$ cat config.mk
export PLATFORM = sky130hd
export DESIGN_NAME = spvm_front
export DESIGN_NICKNAME = d
export VERILOG_FILES = /design/src/rtl/spvm_pkg.sv /design/src/rtl/spvm_front.sv
export SDC_FILE = /design/constraint.sdc
export NUM_CORES = 1
export LEC_CHECK = 0
export ABC_AREA = 1
export ABC_CLOCK_PERIOD_IN_PS = 16210
export BUFFER_PORTS_ARGS = -buffer_cell sky130_fd_sc_hd__buf_2
export CAP_MARGIN = 15
export CORE_UTILIZATION = 40
export DETAILED_ROUTE_END_ITERATION = 10
export PLACE_DENSITY = 0.6
export SYNTH_ARGS = -nofsm -noshare
export SYNTH_HDL_FRONTEND = slang
export SYNTH_SLANG_ARGS = --single-unit
$ cat constraint.sdc
create_clock -name i_clk -period 16.21 [get_ports i_clk]
set_input_delay 0.8105 -clock i_clk [delete_from_list [all_inputs] [get_ports i_clk]]
set_output_delay 0.8105 -clock i_clk [all_outputs]
set_load 0.005 [all_outputs]
$ cat src/rtl/spvm_pkg.sv
package spvm_pkg;

    localparam int STORE_DEPTH_DEF = 65536;

    // opcodes of an input word
    localparam logic [2:0] OP_LOAD   = 3'd0;
    localparam logic [2:0] OP_PLAY   = 3'd1;
    localparam logic [2:0] OP_STOP   = 3'd2;
    localparam logic [2:0] OP_MIX    = 3'd3;
    localparam logic [2:0] OP_SETPOS = 3'd4;

    // register indexes
    localparam logic [2:0] REG_MODE   = 3'd0;
    localparam logic [2:0] REG_STEP   = 3'd1;
    localparam logic [2:0] REG_LVOL   = 3'd2;
    localparam logic [2:0] REG_RVOL   = 3'd3;
    localparam logic [2:0] REG_END    = 3'd4;
    localparam logic [2:0] REG_LSTART = 3'd5;

    // mode bit positions
    localparam int MB_16BIT  = 0;
    localparam int MB_STSRC  = 1;
    localparam int MB_STOUT  = 2;
    localparam int MB_INTERP = 3;
    localparam int MB_LOOPED = 4;

    typedef enum logic [2:0] {
        K_NONE, K_LOAD, K_PLAY, K_STOP, K_MIX, K_SETPOS
    } t_kind;

    typedef struct packed {
        t_kind              kind;
        logic [16:0]        address;
        logic signed [15:0] sample_value;
        logic signed [31:0] acc_left;
        logic signed [31:0] acc_right;
    } t_item;

    typedef struct packed {
        logic [4:0]  mode_bits;
        logic [21:0] step_rate;
        logic [15:0] left_volume;
        logic [15:0] right_volume;
        logic [16:0] end_index;
        logic [15:0] loop_start;
    } t_cfg;

    typedef struct packed {
        logic        start;
        logic [17:0] dividend;
        logic [16:0] divisor;
    } t_mod_req;

    typedef struct packed {
        logic        done;
        logic [16:0] rem;
    } t_mod_rsp;

    typedef enum logic [3:0] {
        ST_IDLE, ST_ELEM, ST_EMOD, ST_READ, ST_WAIT,
        ST_LERP, ST_MIX1, ST_MIX2, ST_AMOD, ST_OUT
    } t_state;

endpackage

$ cat src/rtl/spvm_front.sv
module spvm_front (
    input  logic                  i_clk,
    input  logic                  i_rst_n,
    input  logic                  i_valid,
    output logic                  o_ready,
    input  logic [2:0]            i_opcode,
    input  logic [16:0]           i_address,
    input  logic signed [15:0]    i_sample_value,
    input  logic signed [31:0]    i_acc_left,
    input  logic signed [31:0]    i_acc_right,
    output logic                  o_q_valid,
    input  logic                  i_q_ready,
    output spvm_pkg::t_item       o_q_item
);
    import spvm_pkg::*;

    t_item      r_q [2];
    logic       r_wp, r_rp;
    logic [1:0] r_cnt;
    t_item      w_item;
    logic       w_push, w_pop;

    // classify the opcode
    always_comb begin
        w_item.address      = i_address;
        w_item.sample_value = i_sample_value;
        w_item.acc_left     = i_acc_left;
        w_item.acc_right    = i_acc_right;
        unique case (i_opcode)
            OP_LOAD:   w_item.kind = K_LOAD;
            OP_PLAY:   w_item.kind = K_PLAY;
            OP_STOP:   w_item.kind = K_STOP;
            OP_MIX:    w_item.kind = K_MIX;
            OP_SETPOS: w_item.kind = K_SETPOS;
            default:   w_item.kind = K_NONE;
        endcase
    end

    assign o_ready   = (r_cnt != 2'd2);
    assign o_q_valid = (r_cnt != 2'd0);
    assign o_q_item  = r_q[r_rp];
    assign w_push    = i_valid && o_ready;
    assign w_pop     = o_q_valid && i_q_ready;

    // two-word queue toward the back end
    always_ff @(posedge i_clk) begin
        if (!i_rst_n) begin
            r_wp  <= 1'b0;
            r_rp  <= 1'b0;
            r_cnt <= 2'd0;
        end else begin
            if (w_push) begin
                r_wp <= ~r_wp;
            end
            if (w_pop) begin
                r_rp <= ~r_rp;
            end
            r_cnt <= r_cnt + {1'b0, w_push} - {1'b0, w_pop};
        end
    end

    always_ff @(posedge i_clk) begin
        if (w_push) begin
            r_q[r_wp] <= w_item;
        end
    end
endmodule

Word-level counts from Yosys, hierarchy flattened:

Memories as Yosys holds them, arrays and structs flattened. A register that Yosys moved wholly into a read port is not among the register bits.
Cells that the tools add are included.

* register bits after elaboration: 4
* RAM bits: 200
* input port bits: 104
* output and inout port bits: 102
* memories: 1

Memories
* r_q: depth 2, bits a word 100, read ports 1, clocked after Yosys merged registers in 1, wr ports 1, line spvm_front.sv:17 `t_item r_q [2];`

* add/sub/neg operators: 2
* eq/ne operators: 5
* mux-type cells: 5
* bitwise operators: 2
* reductions and logical operators: 4

Operator list (count)
* 3-bit one-hot mux with 5 select lines: 1
* 3-bit by 2-bit == test with 1-bit output (second input constant): 2
* 1-bit 2-to-1 mux: 4
* 3-bit by 1-bit == test with 1-bit output (second input constant): 1
* 3-bit == test (second input constant): 1
* 3-bit logical NOT: 1
* 2-bit by 1-bit adder with 2-bit output: 1
* 1-bit logical AND: 2
* 2-bit != test (second input constant): 1
* 1-bit inverter: 2
* 2-bit nonzero test: 1
* 2-bit by 1-bit subtractor with 2-bit output: 1

Logic depth before layout (Yosys ltp):

Gate-level depths: netlist of the first run.

* depth in word-level cells: 4
* mapped depth: 11
* depth with buffers taken out: 11

Least setup slack after synthesis of the first run:

No wires, ideal clock.

* path kind: in2reg
* start: in i_valid
* end: mem r_q[0][0] (netlist bit), enable pin
* arrival: 5042 ps
* required time: 15651 ps
* setup slack: 10609 ps
* stages: 2
* path buffers: 0
* path through: nand2_1 > nor2_1

* longest elaborated chain between the ends: 3

RTL lines
* start, declared: line spvm_front.sv:4 `input logic i_valid,`
* 1-bit logical AND: line spvm_front.sv:42 `assign w_push = i_valid && o_ready;`
* 1-bit 2-to-1 mux: line spvm_front.sv:63 `if (w_push) begin`
* 1-bit 2-to-1 mux (implied by the code): line spvm_front.sv:64 `r_q[r_wp] <= w_item;`
* end, declared: line spvm_front.sv:17

Every way passes these cells.

==> results.md, run 1 <==
* Post-synthesis cell type count at 13
* Largest area contributor in the netlist: edfxtp_1
* Largest net degree at the start of global routing at 56
* Seq cells post-synth at 205
* Die width at 143 um
* TritonCTS clock tree: built
* Post-synth top area share at 75.2%
* Final Max Slew Viols at 0
* Hold Crit Class: in -> reg
* I/O pin count at 206
* Top area cells in the synthesized netlist: edfxtp_1 75%, mux2_4 19%, buf_12 2.5%
* Post-synthesis instance total at 354
* Post-Syn Area at 0.00799 mm^2
* Peak supply drop at 104 uV
* Grt ovf at 0
* Clock root buffer: clkbuf_16
* HPWL after DPL at 9.04 mm
* Mapped Nets at 460
* Slew Limit Headroom at 34.6%
* R2r setup slk at 13870 ps
* Combinational Power Share at 22.5%
* Vias in the first global route at 3966
* Initial DRC Count at 146
* CP endpoint kind: output pin
* Syn. warnings at 0
* Final Critical Period at 3740 ps
* Latest clock arrival within the worst-skew pair at 480 ps
* Hold Path Cell Cnt at 1
* Psw at 0.368 mW
* Total number of vias at 3869
* Run status: completed
* Reg2reg path depth at 5
* Post-cts resize count at 0
* Clock transition at path regs at 60 ps
* Drt wl/cell at 16.5 um
* Crit path max-delay family: buffers and inverters
* Max Cap Viol at 0
* RSZ-0062 raised after global routing: false
* WS Path Type: reg -> out
* Avg Cell Area, Syn at 22.6 um^2
* Final #Nets at 682
* Area Overhead vs Synth at 23.2%
* Flop pwr share at 47.4%
* Startpoint Class: flop
* Post-CTS Setup Bufs at 0
* 1st-pass router iterations at 4
* Setup violators final at 0
* DR vias/cell at 4.53
* Worst Tran Pin Value at 981 ps
* WP data required at 15400 ps
* CP max FO at 52
* Initial Util at 40.9%
* Row count at 51
* Clk_skew at 6.71 ps
* Total negative slack at 0 ps
* CTS Buffer Depth at 3
* Crit path DAT at 2930 ps
* Fill count at 1681
* Power per cell area at 153 mW/mm^2
* Switching share of power at 24.4%
* Clock Sink Count at 205
* WL final at 14.1 mm
* # port buffers at 205
* DRC at 0
* Hold_buf cts at 0
* Final Hold Viols at 0
* Crit path cell chain: buf_4 > mux2_4 > buf_2
* Die Y at 143 um
* Fin Hold WS at 514 ps
* All-Layer GR Usage at 13.3%
* CP max stage delay at 950 ps
* Clock power frac at 30.1%
* H-tree levels at 1
* Internal power at 1.14 mW
* Final Cycle Share at 23.1%
* Worst Path Buf+Inv at 2
* Core box area at 0.0195 mm^2
* Worst setup margin at 12470 ps
* Share of layout cells above drive strength 1 at 57.9%
* Leak at 3.88 nW
* Number of buffers created by CTS at 22
* Die area at 0.0205 mm^2
* Antenna viol nets, final at 0
* Gpl congestion at 0.709
* Sequential element share of the synthesized area at 76.4%
* Antenna violations before repair at 3
* Global-route wire length before repair at 20.6 mm
* Stages on the worst setup path at 3
* CP max-delay cell: dfxtp_4
* Max Fclk at 267 MHz
* Post-Place Worst Slack at 12890 ps
[layer usage]
metal / GRT usage [%] / vias up / part of all wire (%)
met5: 0 / - / 0.092
met4: 4.20 / 2 / 1.3
met3: 4.87 / 19 / 9.2
met2: 21.8 / 142 / 49
met1: 16.3 / 1882 / 40
li1: - / 1824 / -
[sequential cells by signal (all words and copies together), names as in the netlist, named ones only]
register,cells
r_wp,1
r_q,200
r_rp,1
r_cnt,2
[stage by stage]
stage               power (mW)  utilization (%)  std cells  area [um^2]
finish                    1.51             50.4        854         9840
global placement          1.06             47.0        817         9180
detailed placement        1.07             47.0        817         9180
global route              1.58             50.4        853         9840
floorplan                0.969                -        354         7990
CTS                       1.53             50.4        852         9840
[synth_stat cells]
| library cell | number |
|---|---|
| nand2_1 | 11 |
| nor2_1 | 9 |
| buf_12 | 10 |
| dfxtp_1 | 5 |
| buf_6 | 1 |
| inv_1 | 8 |
| mux2_4 | 100 |
| edfxtp_1 | 200 |
| nand3_1 | 3 |
| a21oi_1 | 3 |
| nor3b_1 | 1 |
| o21ai_0 | 1 |
| ha_1 | 2 |
[cells by family after synthesis]
| family | count (synthesis) | synth area share, % |
|---|---|---|
| simple gates | 24 | 1.22 |
| compound gates | 4 | 0.250 |
| mux | 100 | 18.8 |
| fa+ha+maj | 2 | 0.313 |
| buf+inv | 19 | 3.02 |
| flops | 205 | 76.4 |
[final timing paths]
kind	from	end
max	flop	o_q_item[66]
min	i_acc_right[31]	r_q[0][31]$_DFFE_PP_
max reg2reg	r_cnt[0]$_SDFF_PN0_	r_q[1][61]$_DFFE_PP_
min reg2reg	r_rp$_SDFFE_PN0P_	r_rp$_SDFFE_PN0P_
[cells in the final DEF (no fill, tap or decap), types with 3 or more instances in the layout]
cell       netlist  layout
a21oi_1          3       3
mux2_4         100     100
buf_2            0     205
inv_1            8       7
buf_4            0       4
nand3_1          3       3
nand2_1         11      11
edfxtp_1       200     200
clkbuf_16        0      23
clkinv_1         0       5
dfxtp_1          5       4
nor2_1           9       8
[power by group through the flow]
stage	Sequential (mW)	Combinational (mW)	Clock [mW]
global placement	0.722	0.343	0
floorplan	0.708	0.261	0
global route	0.722	0.372	0.488
detailed placement	0.727	0.348	0
CTS	0.716	0.349	0.468
finish	0.714	0.340	0.453
[layout make-up]
| cell class | count | area (um^2) | share of cell area, % |
|---|---|---|---|
| Timing Repair Buffer | 209 | 1060 | 10.7 |
| Clock inverter | 10 | 75.1 | 0.763 |
| Sequential cell | 205 | 6110 | 62.1 |
| Inverter | 8 | 32.5 | 0.330 |
| Tap cell | 265 | 332 | 3.37 |
| Clock buffer | 25 | 583 | 5.92 |
| Multi-Input combinational cell | 130 | 1650 | 16.8 |
| Antenna cell | 2 | 5.00 | 0.0508 |
(Power assumes the default switching activity.)
==> run 2: changes to the inputs <==
ABC_CLOCK_PERIOD_IN_PS = 3500   (was 16210)
clock period = 3.5 ns   (was 16.21 ns; I/O delays follow)
==> results.md, run 2 (synthesis results as in run 1) <==
* WL final at 15.0 mm (+6.6%)
* All-Layer GR Usage at 14.4% (+1.1 points)
* Setup violators final at 0 (unchanged)
* Clock transition at path regs at 60 ps (about the same)
* I/O pin count at 206 (unchanged)
* Drt wl/cell at 15.7 um (-4.8%)
* HPWL after DPL at 8.96 mm (-0.87%)
* H-tree levels at 1 (unchanged)
* Die area at 0.0205 mm^2 (unchanged)
* Antenna violations before repair at 0 (-3)
* Max Cap Viol at 0 (unchanged)
* Crit path DAT at 2030 ps (-900 ps)
* Peak supply drop at 461 uV (+340%)
* Largest net degree at the start of global routing at 71 (+27%)
* WS Path Type: reg -> out
* Final Max Slew Viols at 0 (unchanged)
* Final Cycle Share at 62.9%
* Clk_skew at 13.7 ps (+7.00 ps)
* Latest clock arrival within the worst-skew pair at 490 ps (about the same)
* CP max FO at 44 (-15%)
* ANT cells at 0 (-2)
* Share of layout cells above drive strength 1 at 49.1% (-8.8 points)
* DR vias/cell at 4.47 (-1.2%)
* CP max stage delay at 660 ps (-290 ps)
* Total number of vias at 4282 (+11%)
* Power per cell area at 654 mW/mm^2 (+330%)
* Core box area at 0.0195 mm^2 (unchanged)
* RSZ-0062 raised after global routing: false
* Max Fclk at 454 MHz
* CP endpoint kind: output pin
* Initial Util at 40.9% (unchanged)
* Fin Hold WS at 25.3 ps (-488 ps)
* Number of buffers created by CTS at 22 (unchanged)
* DRC at 0 (unchanged)
* Area Overhead vs Synth at 36.3%
* TritonCTS clock tree: built
* Initial DRC Count at 111 (-24%)
* Worst Tran Pin Value at 976 ps (-4.70 ps)
* Die width at 143 um (unchanged)
* Final Critical Period at 2200 ps
* Startpoint Class: flop
* Final Hold Viols at 0 (unchanged)
* Clock root buffer: clkbuf_16
* Final #Nets at 784 (+15%)
* Antenna viol nets, final at 0 (unchanged)
* CP max-delay cell: buf_4
* Clock Sink Count at 205 (unchanged)
* Most common cell after layout, fill and taps aside: buf_2
* # port buffers at 205 (unchanged)
* 1st-pass router iterations at 4 (unchanged)
* Gpl congestion at 0.728 (+2.7%)
* Slew Limit Headroom at 34.9% (+0.31 points)
* Largest register FFs at 200 (unchanged)
* Grt ovf at 0 (unchanged)
* Fill count at 1540 (-8.4%)
* Run status: completed
* Total negative slack at 0 ps (unchanged)
* Leak at 4.32 nW (+11%)
* Top reg by flops: r_q
* Hold Crit Class: in -> reg
* Vias in the first global route at 4511 (+14%)
* Die Y at 143 um (unchanged)
* Worst Path Buf+Inv at 2 (unchanged)
* Row count at 51 (unchanged)
* Crit path cell chain: buf_4 > mux2_4 > buf_2
* Crit path max-delay family: buffers and inverters
* Most frequent cells in the layout: 205 x buf_2, 200 x edfxtp_1, 101 x dlygate4sd3_1
* Biggest regs: r_q: 200 flops, r_cnt: 2 flops
* Global-route wire length before repair at 22.5 mm (+9.5%)
* CTS Buffer Depth at 3 (unchanged)
* Post-CTS Setup Bufs at 0 (unchanged)
* WP data required at 3320 ps (-12080 ps)
[run 2: cell types whose count changed in the layout (fill, tap and decap cells not counted)]
cell and delta:
dlygate4sd3_1 +101, clkbuf_1 +3, buf_12 +2, diode_2 -2, buf_4 -1, clkinv_1 +1
clkinvlp_4 -1
[run 2: area by class of cell]
class	count	area (um^2)	share of cell area, %
flip-flops and latches	205	6110	56.1
clock buffers	28	594	5.46
repair buffers	311	2100	19.3
multi-input cells	130	1650	15.2
clock inverters	10	71.3	0.655
well taps	265	332	3.04
inverters	8	32.5	0.299
[run 2: routing by layer]
metal	GRT usage [%]	vias to the layer above	wire length, um
li1	-	2028	-
met1	16.4	2072	6080
met2	25.9	161	7490
met3	4.37	21	1180
met4	3.92	0	295
met5	0	-	0
[run 2: power breakdown]
group,total [mW],internal [mW],switching [mW]
sequential,3.21,3.12,0.0892
clock,2.13,1.26,0.866
combinational,1.78,0.977,0.800
[run 2: timing repair]
| item | CTS | global route |
|---|---|---|
| hold endpoints to repair | 201 | 0 |
| hold buffers | 101 | 0 |
| gates resized for setup | 0 | 0 |
| endpoints found under the setup margin | 0 | 0 |
[run 2: final timing paths]
path                             from              endpoint  slack [ps]  cells past startpoint
setup / recovery                 flop          o_q_item[41]        1300                      3
hold / removal            i_opcode[0]  r_q[0][97]$_DFFE_PP_          30                      2
setup reg to reg  r_cnt[0]$_SDFF_PN0_  r_q[1][97]$_DFFE_PP_        1550                      5
hold reg to reg     r_rp$_SDFFE_PN0P_                  flop         510                      2
[run 2: stage by stage]
step	power, mW	instances	area, um^2	worst slack (ps)	util (%)
6_report	7.12	957	10900	1300	55.8
5_1_grt	7.47	957	10900	1220	55.8
4_1_cts	7.23	957	10900	1260	55.8
3_5_place_dp	4.98	818	9210	1540	47.2
3_3_place_gp	4.93	818	9210	1610	47.2
2_1_floorplan	4.46	354	8000	501	-
==> run 3: changes to the inputs <==
ABC_CLOCK_PERIOD_IN_PS = 2100   (was 3500)
clock period = 2.1 ns   (was 3.5 ns; I/O delays follow)
==> results.md, run 3 (synthesis results as in run 1) <==
* Run status: completed
* WP data required at 2000 ps (-1320 ps)
* 1st-pass router iterations at 4 (unchanged)
* Row count at 51 (unchanged)
* CP max FO at 62 (+41%)
* Vias in the first global route at 4470 (-0.91%)
* Slew Limit Headroom at 64.8% (+30 points)
* Final Hold Viols at 0 (unchanged)
* # port buffers at 205 (unchanged)
* Core box area at 0.0195 mm^2 (unchanged)
* Clk_skew at 8.48 ps (-5.23 ps)
* Leak at 4.40 nW (+1.8%)
* CTS Buffer Depth at 3 (unchanged)
* Share of layout cells above drive strength 1 at 50.6% (+1.5 points)
* Peak supply drop at 730 uV (+58%)
* Die Y at 143 um (unchanged)
* Biggest regs: r_q: 200 flops, r_cnt: 2 flops
* Hold Crit Class: in -> reg
* Global-route wire length before repair at 22.3 mm (-1.2%)
* DRC at 0 (unchanged)
* Initial Util at 40.9% (unchanged)
* CP endpoint kind: output pin
* HPWL after DPL at 9.09 mm (+1.4%)
* Grt ovf at 0 (unchanged)
* Top reg by flops: r_q
* I/O pin count at 206 (unchanged)
* Met1 Usage GRT at 17.3% (+0.88 points)
* Final Cycle Share at 90.7%
* Post-cts resize count at 0 (unchanged)
* Power per cell area at 1110 mW/mm^2 (+70%)
* Number of buffers created by CTS at 22 (unchanged)
* Final Critical Period at 1900 ps
* Die area at 0.0205 mm^2 (unchanged)
* WL final at 14.8 mm (-1.4%)
* RSZ-0062 raised after global routing: false
* Total number of vias at 4299 (+0.40%)
* Most common cell after layout, fill and taps aside: buf_2
* Clock root buffer: clkbuf_16
* Max Fclk at 525 MHz
* Gpl congestion at 0.778 (+6.9%)
* GRT Max-Usage Layer: met2
* Most frequent cells in the layout: 205 x buf_2, 200 x edfxtp_1, 103 x dlygate4sd3_1
* Clock transition at path regs at 50 ps (about the same)
* Largest net degree at the start of global routing at 64 (-9.9%)
* All-Layer GR Usage at 14.2% (-0.20 points)
* Startpoint Class: flop
* Total negative slack at 0 ps (unchanged)
* Drt wl/cell at 15.4 um (-2.0%)
* Largest register FFs at 200 (unchanged)
* Final #Nets at 788 (+0.51%)
* Die width at 143 um (unchanged)
* Crit path DAT at 1800 ps (-230 ps)
* Latest clock arrival within the worst-skew pair at 490 ps (about the same)
* WS Path Type: reg -> out
* Clock Sink Count at 205 (unchanged)
* Antenna viol nets, final at 0 (unchanged)
* Max Cap Viol at 0 (unchanged)
* Area Overhead vs Synth at 38.5%
* ANT cells at 0 (unchanged)
* TritonCTS clock tree: built
* Setup violators final at 0 (unchanged)
* Initial DRC Count at 220 (+98%)
* Grt met3 use at 3.43% (-0.93 points)
* Global routing met2 resource utilization at 24.5% (-1.4 points)
* DR vias/cell at 4.47 (-0.12%)
* Fin Hold WS at 79.5 ps (+54.2 ps)
* Worst Tran Pin Value at 528 ps (-448 ps)
* Antenna violations before repair at 0 (unchanged)
* Post-CTS Setup Bufs at 0 (unchanged)
* H-tree levels at 1 (unchanged)
* Final Max Slew Viols at 0 (unchanged)
==> run 3: final cells by class <==
class                      instances  area, um^2
tap                              265         332
sequential                       205        6110
timing repair buffer             315        2170
multi-input combinational        130        1670
fill                            1540        8460
clock inverter                    14         164
clock buffer                      25         583
inverter                           8        33.8
==> run 3: routing by layer <==
layer | vias to the layer above | part of all wire (%)
met5 | - | 0
met4 | 0 | 2.1
met3 | 33 | 6.6
met2 | 154 | 50
met1 | 2074 | 41
li1 | 2038 | -
==> run 3: repair_timing <==
item	CTS	global route
hold buffers	103	0
setup endpoints to repair	0	0
hold endpoints to repair	205	0
==> run 3: worst paths after layout <==
| check | start | to | slack, ps | cells past startpoint |
|---|---|---|---|---|
| min reg2reg | r_rp$_SDFFE_PN0P_ | r_rp$_SDFFE_PN0P_ | 550 | 2 |
| max | flop | o_q_item[51] | 200 | 3 |
| min | i_opcode[1] | r_q[0][99]$_DFFE_PP_ | 80 | 4 |
| max reg2reg | r_cnt[0]$_SDFF_PN0_ | r_q[0][2]$_DFFE_PP_ | 520 | 5 |
==> run 3: critical path, cell delays in order, from the launching register on <==
cell and delay, ps:
dfxtp_4 370, buf_12 380, mux2_4 350, buf_2 130
==> run 3: metrics by stage <==
stage	setup WS, ps	instance area, um^2	util (%)	power (mW)	cells
floorplan	-311	8030	-	7.46	354
global placement	560	9290	47.6	8.29	820
detailed placement	514	9290	47.6	8.37	820
CTS	191	11100	56.7	12.5	962
global route	146	11100	56.7	12.9	962
finish	196	11100	56.7	12.3	962
==> run 3: power by group <==
| part | switching, mW | internal, mW | leakage, nW | total (mW) |
|---|---|---|---|---|
| registers | 0.164 | 5.20 | 1.91 | 5.36 |
| clock network | 1.45 | 2.47 | 0.370 | 3.92 |
| logic | 1.35 | 1.69 | 2.12 | 3.04 |
| total | 2.96 | 9.35 | 4.40 | 12.3 |
